==> src/rtl/core/modular_exponentiation_unit_macros.svh <==
`ifndef MODULAR_EXPONENTIATION_UNIT_MACROS_SVH
`define MODULAR_EXPONENTIATION_UNIT_MACROS_SVH

// Same-cycle implication, checked on clk and disabled while rst_n is low.
`define MEU_ASSERT_NOW(label, ante, cons) \
  label: assert property (@(posedge clk) disable iff (!rst_n) (ante) |-> (cons)) \
    else $error("modular exponentiation check failed");

// Next-cycle implication, checked on clk and disabled while rst_n is low.
`define MEU_ASSERT_NEXT(label, ante, cons) \
  label: assert property (@(posedge clk) disable iff (!rst_n) (ante) |=> (cons)) \
    else $error("modular exponentiation check failed");

`endif

==> src/rtl/core/meu_pkg.sv <==
package meu_pkg;

  localparam int WIDTH       = 32;
  localparam int CNT_W       = $clog2(WIDTH);
  localparam int IN_TDATA_W  = ((3 * WIDTH + 7) / 8) * 8;
  localparam int OUT_TDATA_W = ((WIDTH + 7) / 8) * 8;

  typedef logic [WIDTH-1:0] word_t;
  typedef logic [CNT_W-1:0] cnt_t;

  localparam word_t WORD_ONE = word_t'(1);

  typedef enum logic [1:0] {
    B_BASE,
    B_R,
    B_GR
  } bsel_t;

  typedef enum logic [1:0] {
    RES_R,
    RES_ONE,
    RES_ZERO
  } osel_t;

  typedef struct packed {
    logic  load;
    logic  init_r;
    logic  mul_start;
    bsel_t b_sel;
    logic  dbl;
    logic  add;
    logic  shift_b;
    logic  store_gr;
    logic  store_r;
    logic  shift_e;
    logic  out_load;
    osel_t out_sel;
  } cmd_t;

  typedef struct packed {
    logic exp_zero;
    logic mod_zero;
    logic b_msb;
    logic e_msb;
  } status_t;

endpackage

==> src/rtl/core/meu_dpath.sv <==
module meu_dpath import meu_pkg::*; (
  input  logic    clk,
  input  cmd_t    cmd,
  input  word_t   base,
  input  word_t   exponent,
  input  word_t   modulus,
  output status_t status,
  output word_t   power_mod
);

  word_t base_r;
  word_t exp_r;
  word_t mod_r;
  word_t r_r;
  word_t gr_r;
  word_t acc_r;
  word_t b_r;
  word_t out_data_r;

  logic [WIDTH:0]   sum;
  logic [WIDTH+1:0] diff;
  word_t            addend;
  word_t            acc_nxt;
  word_t            b_nxt;

  // Both operands are below the modulus, so one conditional subtract reduces the sum.
  always_comb begin
    addend = cmd.add ? r_r : acc_r;
    sum    = {1'b0, acc_r} + {1'b0, addend};
    diff   = {1'b0, sum} - {2'b00, mod_r};
    acc_nxt = diff[WIDTH+1] ? sum[WIDTH-1:0] : diff[WIDTH-1:0];
  end

  always_comb begin
    case (cmd.b_sel)
      B_BASE:  b_nxt = base_r;
      B_R:     b_nxt = r_r;
      B_GR:    b_nxt = gr_r;
      default: b_nxt = base_r;
    endcase
  end

  always_ff @(posedge clk) begin
    if (cmd.load) begin
      base_r <= base;
      exp_r  <= exponent;
      mod_r  <= modulus;
    end
    if (cmd.init_r) begin
      r_r <= (mod_r == WORD_ONE) ? '0 : WORD_ONE;
    end
    if (cmd.mul_start) begin
      acc_r <= '0;
      b_r   <= b_nxt;
    end
    if (cmd.dbl || cmd.add) begin
      acc_r <= acc_nxt;
    end
    if (cmd.shift_b) begin
      b_r <= {b_r[WIDTH-2:0], 1'b0};
    end
    if (cmd.store_gr) begin
      gr_r <= acc_r;
    end
    if (cmd.store_r) begin
      r_r <= acc_r;
    end
    if (cmd.shift_e) begin
      exp_r <= {exp_r[WIDTH-2:0], 1'b0};
    end
    if (cmd.out_load) begin
      case (cmd.out_sel)
        RES_R:    out_data_r <= r_r;
        RES_ONE:  out_data_r <= WORD_ONE;
        RES_ZERO: out_data_r <= '0;
        default:  out_data_r <= '0;
      endcase
    end
  end

  assign status.exp_zero = (exp_r == '0);
  assign status.mod_zero = (mod_r == '0);
  assign status.b_msb    = b_r[WIDTH-1];
  assign status.e_msb    = exp_r[WIDTH-1];
  assign power_mod       = out_data_r;

endmodule

==> src/rtl/core/meu_ctrl.sv <==
module meu_ctrl import meu_pkg::*; (
  input  logic    clk,
  input  logic    rst_n,
  input  logic    in_tvalid,
  output logic    in_tready,
  output logic    out_tvalid,
  input  logic    out_tready,
  input  status_t status,
  output cmd_t    cmd
);

  typedef enum logic [2:0] {
    ST_IDLE,
    ST_CHECK,
    ST_MSTART,
    ST_MDBL,
    ST_MADD,
    ST_MDONE,
    ST_FINISH
  } state_t;

  typedef enum logic [1:0] {
    PH_GR,
    PH_SQR,
    PH_MUL
  } phase_t;

  state_t state_r;
  phase_t phase_r;
  cnt_t   mcnt_r;
  cnt_t   ecnt_r;
  osel_t  res_sel_r;
  logic   out_tvalid_r;
  logic   out_free;

  assign out_free   = !out_tvalid_r || out_tready;
  assign in_tready  = (state_r == ST_IDLE);
  assign out_tvalid = out_tvalid_r;

  always_comb begin
    cmd = '0;
    cmd.b_sel   = B_BASE;
    cmd.out_sel = res_sel_r;
    case (state_r)
      ST_IDLE: begin
        cmd.load = in_tvalid;
      end
      ST_CHECK: begin
        cmd.init_r = !status.exp_zero && !status.mod_zero;
      end
      ST_MSTART: begin
        cmd.mul_start = 1'b1;
        case (phase_r)
          PH_GR:   cmd.b_sel = B_BASE;
          PH_SQR:  cmd.b_sel = B_R;
          PH_MUL:  cmd.b_sel = B_GR;
          default: cmd.b_sel = B_BASE;
        endcase
      end
      ST_MDBL: begin
        cmd.dbl     = 1'b1;
        cmd.shift_b = !status.b_msb;
      end
      ST_MADD: begin
        cmd.add     = 1'b1;
        cmd.shift_b = 1'b1;
      end
      ST_MDONE: begin
        cmd.store_gr = (phase_r == PH_GR);
        cmd.store_r  = (phase_r != PH_GR);
        cmd.shift_e  = (phase_r == PH_MUL) || (phase_r == PH_SQR && !status.e_msb);
      end
      ST_FINISH: begin
        cmd.out_load = out_free;
      end
      default: begin
        cmd = '0;
      end
    endcase
  end

  always_ff @(posedge clk) begin
    if (!rst_n) begin
      state_r      <= ST_IDLE;
      phase_r      <= PH_GR;
      mcnt_r       <= '0;
      ecnt_r       <= '0;
      res_sel_r    <= RES_R;
      out_tvalid_r <= 1'b0;
    end else begin
      if (out_tvalid_r && out_tready && (state_r != ST_FINISH)) begin
        out_tvalid_r <= 1'b0;
      end
      case (state_r)
        ST_IDLE: begin
          if (in_tvalid) begin
            state_r <= ST_CHECK;
          end
        end
        ST_CHECK: begin
          if (status.exp_zero) begin
            res_sel_r <= RES_ONE;
            state_r   <= ST_FINISH;
          end else if (status.mod_zero) begin
            res_sel_r <= RES_ZERO;
            state_r   <= ST_FINISH;
          end else begin
            res_sel_r <= RES_R;
            phase_r   <= PH_GR;
            ecnt_r    <= cnt_t'(WIDTH - 1);
            state_r   <= ST_MSTART;
          end
        end
        ST_MSTART: begin
          mcnt_r  <= cnt_t'(WIDTH - 1);
          state_r <= ST_MDBL;
        end
        ST_MDBL: begin
          if (status.b_msb) begin
            state_r <= ST_MADD;
          end else if (mcnt_r == '0) begin
            state_r <= ST_MDONE;
          end else begin
            mcnt_r <= mcnt_r - 1'b1;
          end
        end
        ST_MADD: begin
          if (mcnt_r == '0) begin
            state_r <= ST_MDONE;
          end else begin
            mcnt_r  <= mcnt_r - 1'b1;
            state_r <= ST_MDBL;
          end
        end
        ST_MDONE: begin
          case (phase_r)
            PH_GR: begin
              phase_r <= PH_SQR;
              state_r <= ST_MSTART;
            end
            PH_SQR: begin
              if (status.e_msb) begin
                phase_r <= PH_MUL;
                state_r <= ST_MSTART;
              end else if (ecnt_r == '0) begin
                state_r <= ST_FINISH;
              end else begin
                ecnt_r  <= ecnt_r - 1'b1;
                state_r <= ST_MSTART;
              end
            end
            PH_MUL: begin
              phase_r <= PH_SQR;
              if (ecnt_r == '0) begin
                state_r <= ST_FINISH;
              end else begin
                ecnt_r  <= ecnt_r - 1'b1;
                state_r <= ST_MSTART;
              end
            end
            default: begin
              state_r <= ST_IDLE;
            end
          endcase
        end
        ST_FINISH: begin
          if (out_free) begin
            out_tvalid_r <= 1'b1;
            state_r      <= ST_IDLE;
          end
        end
        default: begin
          state_r <= ST_IDLE;
        end
      endcase
    end
  end

endmodule

==> src/rtl/core/modular_exponentiation_unit.sv <==
// Channel  Direction  Ports              Contents
// in       slave      in_tvalid/tready   base, exponent, modulus
// out      master     out_tvalid/tready  power_mod
//
// A zero exponent or zero modulus skips the arithmetic. Other requests run on the shared
// modular adder, one add and reduce per cycle while a product is formed, stepped over
// each multiplier bit of every square and multiply.
// Reset is synchronous and active low; it clears the controller and the output valid.
// A new request is taken while a finished result still waits in the output register.
`include "modular_exponentiation_unit_macros.svh"

module modular_exponentiation_unit import meu_pkg::*; (
  input  logic                   clk,
  input  logic                   rst_n,
  input  logic                   in_tvalid,
  output logic                   in_tready,
  input  logic [IN_TDATA_W-1:0]  in_tdata,   // base, exponent, modulus
  output logic                   out_tvalid,
  input  logic                   out_tready,
  output logic [OUT_TDATA_W-1:0] out_tdata   // power_mod
);

  cmd_t    cmd;
  status_t status;
  word_t   power_mod;

  meu_ctrl u_ctrl (
    .clk        (clk),
    .rst_n      (rst_n),
    .in_tvalid  (in_tvalid),
    .in_tready  (in_tready),
    .out_tvalid (out_tvalid),
    .out_tready (out_tready),
    .status     (status),
    .cmd        (cmd)
  );

  meu_dpath u_dpath (
    .clk       (clk),
    .cmd       (cmd),
    .base      (in_tdata[WIDTH-1:0]),
    .exponent  (in_tdata[2*WIDTH-1:WIDTH]),
    .modulus   (in_tdata[3*WIDTH-1:2*WIDTH]),
    .status    (status),
    .power_mod (power_mod)
  );

  assign out_tdata = OUT_TDATA_W'(power_mod);

  `MEU_ASSERT_NOW(a_idle_no_arith, in_tready, !(cmd.dbl || cmd.add))
  `MEU_ASSERT_NOW(a_no_overwrite, out_tvalid && !out_tready, !cmd.out_load)
  `MEU_ASSERT_NEXT(a_accept_busy, in_tvalid && in_tready, !in_tready)

endmodule

==> config.mk <==
export PLATFORM = sky130hd
export DESIGN_NAME = modular_exponentiation_unit
export DESIGN_NICKNAME = d
export VERILOG_FILES = /design/src/rtl/core/meu_pkg.sv /design/src/rtl/core/meu_dpath.sv /design/src/rtl/core/meu_ctrl.sv /design/src/rtl/core/modular_exponentiation_unit.sv
export VERILOG_INCLUDE_DIRS = /design/src /design/src/rtl/core
export SDC_FILE = /design/constraint.sdc
export NUM_CORES = 1
export LEC_CHECK = 0
export ABC_AREA = 0
export BUFFER_PORTS_ARGS = -buffer_cell sky130_fd_sc_hd__buf_4
export CORE_ASPECT_RATIO = 0.6
export CORE_UTILIZATION = 40
export CTS_CLUSTER_SIZE = 12
export DETAILED_ROUTE_END_ITERATION = 16
export GPL_TIMING_DRIVEN = 0
export PLACE_DENSITY = 0.6
export SLEW_MARGIN = 20
export SYNTH_ARGS = -nofsm -noshare
export SYNTH_HDL_FRONTEND = slang
export SYNTH_SLANG_ARGS = --single-unit
==> constraint.sdc <==
create_clock -name clk -period 5.95 [get_ports clk]
set_input_delay 0.595 -clock clk [delete_from_list [all_inputs] [get_ports clk]]
set_output_delay 0.595 -clock clk [all_outputs]
set_load 0.01 [all_outputs]
; ---- Word-level counts from Yosys, hierarchy flattened
; Index checks and enable logic that the tools add are counted.
[word_totals]
output_inout_bits = 34
input_bits = 100
register_bits = 274
word_cells = 128
[op_classes]
n_reduce_logical = 32
n_eq_ne = 23
n_mux = 53
n_addsub = 4
[ops]
columns = op, count
row1 = 32-bit two-way mux, 10
row2 = 32-bit one-hot mux with 2 select lines, 2
row3 = 32-bit zero test, 2
row4 = 33-bit by 32-bit subtractor with 34-bit output, 1
row5 = 32-bit by 32-bit adder with 33-bit output, 1
row6 = 3-bit two-way mux, 11
row7 = 32-bit by 1-bit equality test with 1-bit output (second input constant), 1
row8 = 5-bit two-way mux, 6
row9 = 3-bit one-hot mux with 7 select lines, 1
row10 = 5-bit one-hot mux with 2 select lines, 2
row11 = 5-bit one-hot mux with 3 select lines, 1
row12 = 2-bit two-way mux, 6
row13 = 2-bit one-hot mux with 2 select lines, 3
row14 = 2-bit nonzero test, 6
row15 = 5-bit zero test, 2
row16 = 5-bit AND reduction, 2
row17 = 5-bit by 1-bit subtractor with 5-bit output (second input constant), 2
row18 = 3-bit equality test (second input constant), 3
row19 = 1-bit two-way mux, 9
row20 = 3-bit one-hot mux with 3 select lines, 1
row21 = 2-bit inequality test (second input constant), 4
row22 = 7-bit OR reduction, 1
row23 = 2-bit by 1-bit equality test with 1-bit output (second input constant), 3
row24 = 3-bit by 2-bit equality test with 1-bit output (second input constant), 2
row25 = 16 further kinds, 30

; ---- Depth between registers and ports, before layout
; Gate-level depths: netlist of the first run.
[depth]
word_depth = 7
ltp_mapped = 26
depth_no_buf = 24

; ---- Hierarchy
; Synthesis of the first run repeated with hierarchy kept, for this count alone.
[hier_totals]
hier_cells = 1378
hier_area_um2 = 15175.8
[modules_own_cells]
columns = mod, area_each_um2, seq_area_each_um2, n_inst, cells_each
row1 = meu_dpath, 13938.4, 7667.4, 1, 1226
row2 = meu_ctrl, 1237.4, 360.3, 1, 152

; ---- Worst setup path after synthesis of the first run
; Ideal clock, no wire load.
[synth_path]
kind = flip-flop to flip-flop
from = register u_ctrl.state_r[0]
to = register u_dpath.acc_r[11] (data pin)
t_arrival_ns = 5.876
path_slack_ns = -0.192
required_time_ns = 5.684
n_path_buf = 2
stages_incl_launch_ff = 25
period_less_slack_ns = 6.142
setup_time_ns = 0.266
cell_sequence = dfxtp_1 -> nor3b_1 -> clkbuf_1 -> mux2_2 -> ha_1 -> o211ai_2 -> a21oi_2 -> o41a_4 -> a211oi_1 -> nor2_1 -> a311o_1 -> a21oi_1 -> xnor2_1 -> ha_1 -> a21o_1 -> a21o_1 -> a21o_1 -> a21o_1 -> a21oi_2 -> nor2_1 -> a2111oi_4 -> o211ai_4 -> buf_6 -> mux2i_1 -> nor2_1
[synth_via]
elab_chain_len = 7
elab_cells_between_ends = 10
classes_between = add/sub (2) / eq/ne (2) / mux (5) / reduce/logical (1)
[synth_rtl]
columns = item, line_no
row1 = start: declaration, meu_ctrl.sv:28  ; state_t state_r;
row2 = start signal: assignment, meu_ctrl.sv:84  ; state_r <= ST_IDLE;
row3 = start signal: assignment, meu_ctrl.sv:97  ; state_r <= ST_CHECK;
row4 = start signal: assignment, meu_ctrl.sv:103  ; state_r <= ST_FINISH;
row5 = 3-bit equality test, meu_ctrl.sv:44  ; case (state_r)
row6 = 1-bit two-way mux, meu_ctrl.sv:44
row7 = 32-bit two-way mux, meu_dpath.sv:28  ; addend = cmd.add ? r_r : acc_r;
row8 = 32-bit by 32-bit adder with 33-bit output, meu_dpath.sv:29  ; sum = {1'b0, acc_r} + {1'b0, addend};
row9 = 33-bit by 32-bit subtractor with 34-bit output, meu_dpath.sv:30  ; diff = {1'b0, sum} - {2'b00, mod_r};
row10 = 32-bit two-way mux, meu_dpath.sv:31  ; acc_nxt = diff[WIDTH+1] ? sum[WIDTH-1:0] : diff[WIDTH-1:0];
row11 = 32-bit two-way mux *, meu_dpath.sv:56  ; if (cmd.dbl || cmd.add) begin
row12 = end signal: assignment, meu_dpath.sv:57  ; acc_r <= acc_nxt;
row13 = end: declaration, meu_dpath.sv:16  ; word_t acc_r;
; Mark *: on every way between the ends. The rest lies on a longest branch, timed or not.
; A chain may end at the register's enable or synchronous reset.

; ---- Worst setup path in the final report of the first run
[layout_path]
from = register u_ctrl.state_r[0]
to = register u_dpath.acc_r[17] (data pin)
; Same word-level chain as after synthesis.

==> results.py, run 1 <==
metrics = {
    "routing": {
        "drcViolationCount": 0,
        "viasPerCell": 5.41,
        "firstDrtPassIters": 6,
        "first_iter_violations": 1095,
        "routed_wl_um": 38700,
        "vias": 11000,
        "drt-wirelength-per-cell_um": 19.0,
        "ant_nets": 0,
    },
    "floorplan": {
        "die-height_um": 151,
        "die_area_um2": 37900,
        "initial_utilization_pct": 40.8,
        "die_w_um": 251,
        "core-area_um2": 36400,
        "io_pins": 134,
        "std_cell_rows": 54,
    },
    "global_route": {
        "gr-usage-all-layers_pct": 20.2,
        "grt_pass1_vias": 10000,
        "grt_max_degree": 42,
        "grt_pass1_wl_um": 58800,
        "grt_overflow": 0,
        "antenna_found_initial": 0,
    },
    "placement": {
        "place_congestion": 0.870,
        "dpl.hpwl_um": 29200,
        "io_buffers": 133,
        "pre_cts_slack_ns": -1.15,
    },
    "synth": {
        "synth_edf_count": 254,
        "synth.area.top_cells": "edfxtp_1 51%, ha_1 5.7%, a21oi_1 3.9%",
        "syn_area_per_cell_um2": 11.0,
        "synth_area_um2": 14900,
        "synth_seq_cells": 274,
        "ys_async_sr_fraction_pct": 0,
        "synth_ff_type": "edfxtp_1",
        "synth_nets": 1523,
        "ys_warn_count": 0,
        "netlist.area_leader.share_pct": 51.4,
        "netlist_instances": 1353,
        "synth_largest_area_cell": "edfxtp_1",
        "yosysSeqAreaShare_pct": 54.1,
        "synth_cell_types": 68,
    },
    "pwr": {
        "p_leak_uw": 0.00670,
        "p_per_area_nw_per_um2": 347,
        "fin_total_pwr_uw": 6210,
        "ir_drop_uv": 239,
    },
    "cells_and_area": {
        "area_growth_pct": 20.6,
        "layout-drive-gt1-share_pct": 19.8,
        "n_antenna_cell": 0,
        "final.fill_count": 3351,
        "fin_nets": 1706,
    },
    "worst_setup_path": {
        "cpPeakStageDelay_ns": 0.48,
        "crit_path_start_kind": "flop",
        "critPathCaptureType": "flop",
        "cp_common_cell": "a21o_1",
        "worst-path-buf-inv": 3,
        "path_max_fanout": 6,
        "path_cells": "nor3b_4, buf_6, buf_12, mux2_4, ha_4, a21o_1, o41a_4, a211oi_4, nor2_2, a311o_1, a21oi_2, xnor2_2, ha_1, a21o_1, a21o_1, a21o_1, a21o_1, a21oi_2, nor2_2, a2111oi_4, o211ai_4, buf_12, mux2i_2, nor2_1",
        "slowest_stage": "o41a_4",
        "worstSetupPathType": "flop to flop",
        "cp.arrival_ns": 6.16,
        "required_ns": 6.24,
        "critPathTopFamily": "compound AO/OA/AOI/OAI gates",
    },
    "clock_network": {
        "cts_buffer_depth": 3,
        "worstSkewPairLatency_ns": 0.57,
        "ctsHtreeMaxLevel": 1,
        "clk_pin_slew_ns": 0.06,
        "cts.sinks": 274,
        "cts_root_buffer": "clkbuf_16",
        "holdBufCountCts": 0,
        "cts_tree": "built",
        "cts_buffers": 29,
    },
    "timing": {
        "period_needed_ns": 5.87,
        "finalCritPeriodShare_pct": 98.6,
        "tns_ns": 0,
        "worst_pin_slew_ns": 0.802,
        "grt_setup_unrepaired": "yes",
        "hold_viol": 0,
        "clock-skew-final_ns": 0.0190,
        "setup_viol": 0,
        "drv_slew": 0,
        "max_slew_margin_pct": 46.6,
        "worst_slack_ns": 0.0812,
        "fmax_ghz": 0.170,
    },
    "run": {
        "drv_cap": 0,
    },
    "worst_hold_path": {
        "min_path_type": "input pin to flop",
    },
    "status": {
        "status": "completed",
    },
}
[worst reg2reg max path: cells and delay by family, from the launching register on]
kind                       cells  cell delay [ns]
xor gates and xnor gates       1             0.18
buffers and inverters          3             0.53
muxes                          2             0.50
AOI/OAI and AO/OA             12             3.04
DFF                            1             0.35
adders and majority gates      2             0.54
and+or+nand+nor                4             0.47
[Yosys cell counts, types with 12 or more instances]
master    instances
mux2i_1          12
a21o_1           28
nor4_1           19
nor2_1          104
inv_1            59
nand2_1         116
nand2b_1         13
clkbuf_1         59
o21ai_0          68
a211oi_1         14
nor3_1           17
nor2b_1          38
xor2_1           15
a21oi_1         117
ha_1             68
a22oi_1          32
o21a_1           12
a22o_1           32
xnor2_1          41
mux2_2           32
edfxtp_1        254
nand3_1          20
and2_1           35
dfxtp_1          20
[what timing repair did]
action                     in CTS  in global routing
pin swaps                       5                 30
setup endpoints to repair      32                 32
resized for setup              16                 56
setup buffers                   5                  9
gates cloned                    0                  4
[report_power, final]
part           internal (µW)  switching (µW)  total (µW)
sequential              2280             105        2390
combinational            889            1230        2120
clock                    961             742        1700
total                   4130            2080        6210
[worst paths after layout]
| check | start | end | slack (ns) | cells after the start |
|---|---|---|---|---|
| worst min-delay path | in_tdata[22] | u_dpath.base_r[22] | 0.20 | 1 |
| worst max-delay path | u_ctrl.state_r[0] | u_dpath.acc_r[17] | 0.08 | 24 |
| worst max register to register | u_ctrl.state_r[0] | u_dpath.acc_r[17] | 0.08 | 24 |
| worst min register to register | u_dpath.b_r[0] | u_dpath.b_r[0] | 0.46 | 2 |
[through the flow]
stage	util, %	instances	hold WS (ns)	area, µm²
after floorplan	-	1353	0.437	14900
after global placement	45.2	1962	0.446	16500
after detailed placement	45.4	1966	0.449	16500
after CTS	48.1	2024	0.163	17500
after global routing	49.2	2035	0.167	17900
final	49.2	2035	0.197	17900
[registers in the layout, indices dropped and copies added (netlist names)]
signal             flops
u_dpath.gr_r          32
u_dpath.mod_r         32
u_ctrl.phase_r         2
u_ctrl.res_sel_r       2
u_dpath.power_mod     32
u_ctrl.state_r         3
u_dpath.base_r        32
u_ctrl.out_tvalid      1
u_dpath.r_r           32
u_ctrl.ecnt_r          5
u_ctrl.mcnt_r          5
u_dpath.b_r           32
u_dpath.exp_r         32
u_dpath.acc_r         32
[cell type report]
class	count	area [µm²]	area share, %
flip-flops and latches	274	8030	44.8
multi-input cells	950	6600	36.8
repair buffers	155	1260	7.03
clock buffers	47	833	4.65
well taps	476	596	3.32
plain buffers	66	314	1.75
inverters	60	225	1.26
clock inverters	7	58.8	0.328
[layout by cell type, fill, tap and decap left out, drive strengths merged, types with 7 or more instances in the layout]
| master | synthesis | layout |
|---|---|---|
| a211oi | 18 | 18 |
| a21o | 28 | 28 |
| a21oi | 121 | 121 |
| a22o | 32 | 32 |
| a22oi | 32 | 32 |
| a31oi | 11 | 11 |
| and2 | 35 | 35 |
| and3 | 10 | 10 |
| buf | 10 | 164 |
| clkbuf | 59 | 104 |
| dfxtp | 20 | 20 |
| edfxtp | 254 | 254 |
| ha | 68 | 68 |
| inv | 59 | 61 |
| mux2 | 32 | 32 |
| mux2i | 12 | 12 |
| nand2 | 116 | 116 |
| nand2b | 13 | 13 |
| nand3 | 20 | 20 |
| nand4 | 11 | 11 |
| nor2 | 104 | 104 |
| nor2b | 38 | 38 |
| nor3 | 18 | 18 |
| nor4 | 19 | 19 |
| o21a | 12 | 12 |
| o21ai | 76 | 76 |
| or3 | 7 | 7 |
| xnor2 | 41 | 41 |
| xor2 | 15 | 15 |
[logic make-up after synthesis]
family	share of synthesized area, %
multiplexers	3.24
buffers and inverters	3.44
adder cells (fa/ha/maj)	6.00
flip-flops	54.1
XOR/XNOR	3.30
AO/OA/AOI/OAI	16.5
AND/OR/NAND/NOR	13.5
[per-layer routing]
metal,vias up,track usage (%),wire [µm]
li1,5399,-,-
met1,5221,34.9,21300
met2,358,25.3,14200
met3,33,3.16,2650
met4,0,3.31,499
met5,-,0,0
No activity file was read; power rests on OpenSTA's default activity.
==> run 2, diff against run 1 <==
==> constraint.sdc (replaced) <==
create_clock -name clk -period 5.95 [get_ports clk]
set_input_delay 0.2975 -clock clk [delete_from_list [all_inputs] [get_ports clk]]
set_output_delay 0.2975 -clock clk [all_outputs]
set_load 0.01 [all_outputs]
==> run 2 against run 1 <==
Fmax hardly changed. Critical path depth stayed put. Worst hold slack worse by 0.18 ns. Routed wire length is 1.9% higher. Clock power hardly changed. Worst setup slack better by 0.0020 ns. Final cell count is 3.6% higher. First-iteration DRC count is 2.3% lower. Utilization is 2.0 points higher. Clock skew hardly changed. Final area is 4.1% higher. Via count is 2.3% higher. Critical path type unchanged. Critical endpoint unchanged. Largest cell class unchanged.
==> results.py, run 2 (synthesis results as in run 1) <==
metrics = {
    "clock_network": {
        "ctsHtreeMaxLevel": 1,
        "cts_tree": "built",
        "cts_buffers": 29,
        "worstSkewPairLatency_ns": 0.57,
        "cts_root_buffer": "clkbuf_16",
        "cts.sinks": 274,
        "cts_buffer_depth": 3,
        "clk_pin_slew_ns": 0.06,
    },
    "timing": {
        "worst_slack_ns": 0.0832,
        "drv_slew": 0,
        "finalCritPeriodShare_pct": 98.6,
        "setup_viol": 0,
        "fmax_ghz": 0.170,
        "clock-skew-final_ns": 0.0192,
        "hold_viol": 0,
        "max_slew_margin_pct": 46.8,
        "period_needed_ns": 5.87,
        "grt_setup_unrepaired": "yes",
        "worst_pin_slew_ns": 0.793,
    },
    "worst_setup_path": {
        "r2r_end": "u_dpath.acc_r[17]",
        "path_max_fanout": 6,
        "cp.arrival_ns": 6.16,
        "critPathCaptureType": "flop",
        "required_ns": 6.24,
        "worstSetupPathType": "flop to flop",
        "path_cells": "nor3b_4, buf_6, buf_12, mux2_4, ha_4, a21o_1, o41a_4, a211oi_4, nor2_2, a311o_1, a21oi_2, xnor2_2, ha_1, a21o_1, a21o_1, a21o_1, a21o_1, a21oi_2, nor2_2, a2111oi_4, o211ai_4, buf_12, mux2i_2, nor2_1",
        "reg2reg_from": "u_ctrl.state_r[0]",
        "reg2reg_depth": 24,
        "crit_path_start_kind": "flop",
        "worst-path-buf-inv": 3,
        "r2r_slack_ns": 0.08,
        "cpPeakStageDelay_ns": 0.48,
        "cp_common_cell": "a21o_1",
        "critPathTopFamily": "compound AO/OA/AOI/OAI gates",
        "slowest_stage": "o41a_4",
    },
    "global_route": {
        "gr-usage-all-layers_pct": 20.5,
        "grt_pass1_vias": 10300,
        "grt_pass1_wl_um": 59900,
        "grt_max_degree": 42,
        "grt_overflow": 0,
        "antenna_found_initial": 0,
    },
    "routing": {
        "viasPerCell": 5.34,
        "first_iter_violations": 1070,
        "firstDrtPassIters": 5,
        "drt-wirelength-per-cell_um": 18.7,
        "wl_met3_um": 2570,
        "ant_nets": 0,
        "top_layer_used": "met4",
        "wl_met2_um": 14700,
        "drcViolationCount": 0,
        "routed_wl_um": 39400,
        "drt-met1-wl_um": 21600,
        "vias": 11300,
    },
    "placement": {
        "postPlaceCellArea_um2": 16500,
        "dpl.hpwl_um": 29200,
        "place_congestion": 0.870,
        "io_buffers": 133,
        "pre_cts_slack_ns": -1.15,
    },
    "worst_hold_path": {
        "min_path_type": "input pin to flop",
        "min_path_cells": 2,
        "min_from": "in_tdata[45]",
        "hold_path_end": "u_dpath.exp_r[13]",
    },
    "floorplan": {
        "die-height_um": 151,
        "die_w_um": 251,
        "core-area_um2": 36400,
        "initial_utilization_pct": 40.8,
        "std_cell_rows": 54,
        "die_area_um2": 37900,
        "io_pins": 134,
    },
    "status": {
        "status": "completed",
    },
    "cells_and_area": {
        "layout_common_cells": "254 x edfxtp_1, 148 x buf_4, 113 x nand2_1",
        "final.fill_count": 3272,
        "layout-drive-gt1-share_pct": 18.9,
        "final_cell_area_um2": 18700,
        "final_common_cell": "edfxtp_1",
        "fin_nets": 1780,
        "area_growth_pct": 25.6,
        "n_antenna_cell": 0,
    },
    "pwr": {
        "p_per_area_nw_per_um2": 335,
        "fin_total_pwr_uw": 6260,
        "p_leak_uw": 0.00701,
        "ir_drop_uv": 240,
    },
    "run": {
        "drv_cap": 0,
    },
}
[run 2: cell count changes in the layout (fill, tap and decap cells not counted)]
| cell | previous run | this run |
|---|---|---|
| dlygate4sd3_1 | 0 | 74 |
[run 2: routing by layer]
| layer | up-vias | global-route usage [%] |
|---|---|---|
| met1 | 5288 | 35.0 |
| met2 | 393 | 26.4 |
| met4 | 0 | 3.44 |
| met3 | 36 | 2.97 |
| met5 | - | 0 |
| li1 | 5544 | - |
[run 2: worst register-to-register path, stage by stage (launching register included)]
cell and delay (ns):
dfxtp_4 0.35, nor3b_4 0.23, buf_6 0.20, buf_12 0.14, mux2_4 0.31, ha_4 0.23, a21o_1 0.20, o41a_4 0.48
a211oi_4 0.29, nor2_2 0.08, a311o_1 0.37, a21oi_2 0.17, xnor2_2 0.18, ha_1 0.31, a21o_1 0.21, a21o_1 0.16
a21o_1 0.18, a21o_1 0.17, a21oi_2 0.19, nor2_2 0.09, a2111oi_4 0.39, o211ai_4 0.21, buf_12 0.19, mux2i_2 0.19
nor2_1 0.07
[run 2: how the worst max path moves through the flow]
stage	start	to	slack, ns	cells past startpoint
final	u_ctrl.state_r[0]	u_dpath.acc_r[17]	0.08	24
after global routing	u_ctrl.state_r[0]	u_dpath.acc_r[19]	-0.14	24
after CTS	u_ctrl.state_r[0]	u_dpath.acc_r[30]	0.01	26
after detailed placement	u_ctrl.state_r[0]	u_dpath.acc_r[30]	-1.15	24
after global placement	u_ctrl.state_r[0]	u_dpath.acc_r[30]	-1.10	24
after floorplan	u_ctrl.state_r[0]	u_dpath.acc_r[11]	0.03	24
[run 2: area by class of cell]
| type | instances | area (µm²) | share of cell area, % |
|---|---|---|---|
| Multi-Input combinational cell | 950 | 6600 | 35.4 |
| Sequential cell | 274 | 8030 | 43.1 |
| Buffer | 66 | 314 | 1.68 |
| Clock buffer | 47 | 833 | 4.47 |
| Clock inverter | 7 | 58.8 | 0.315 |
| Tap cell | 476 | 596 | 3.19 |
| Timing Repair Buffer | 229 | 2000 | 10.7 |
| Inverter | 60 | 225 | 1.21 |
[run 2: where the power goes]
group	leakage (µW)	total, µW	switching (µW)	internal (µW)
Clock	0.000429	1710	746	961
Sequential	0.00257	2390	105	2280
Combinational	0.00401	2160	1240	921
[run 2: metrics by stage]
stage	std cells	hold WS, ns	setup TNS, ns	utilization, %
after floorplan	1353	0.396	0	-
after global placement	1962	0.446	-33.00	45.2
after detailed placement	1966	0.449	-34.07	45.4
after CTS	2098	0.00105	0	50.2
after global routing	2109	0.00821	-2.78	51.2
final	2109	0.0207	0	51.2
[run 2: what timing repair did]
action,4_1_cts,5_1_grt
gates resized for setup,16,56
cloned,0,4
setup buffers,5,9
endpoints found under the hold margin,74,0
hold buffers,74,0
setup endpoints to repair,32,32
pin swaps,5,30
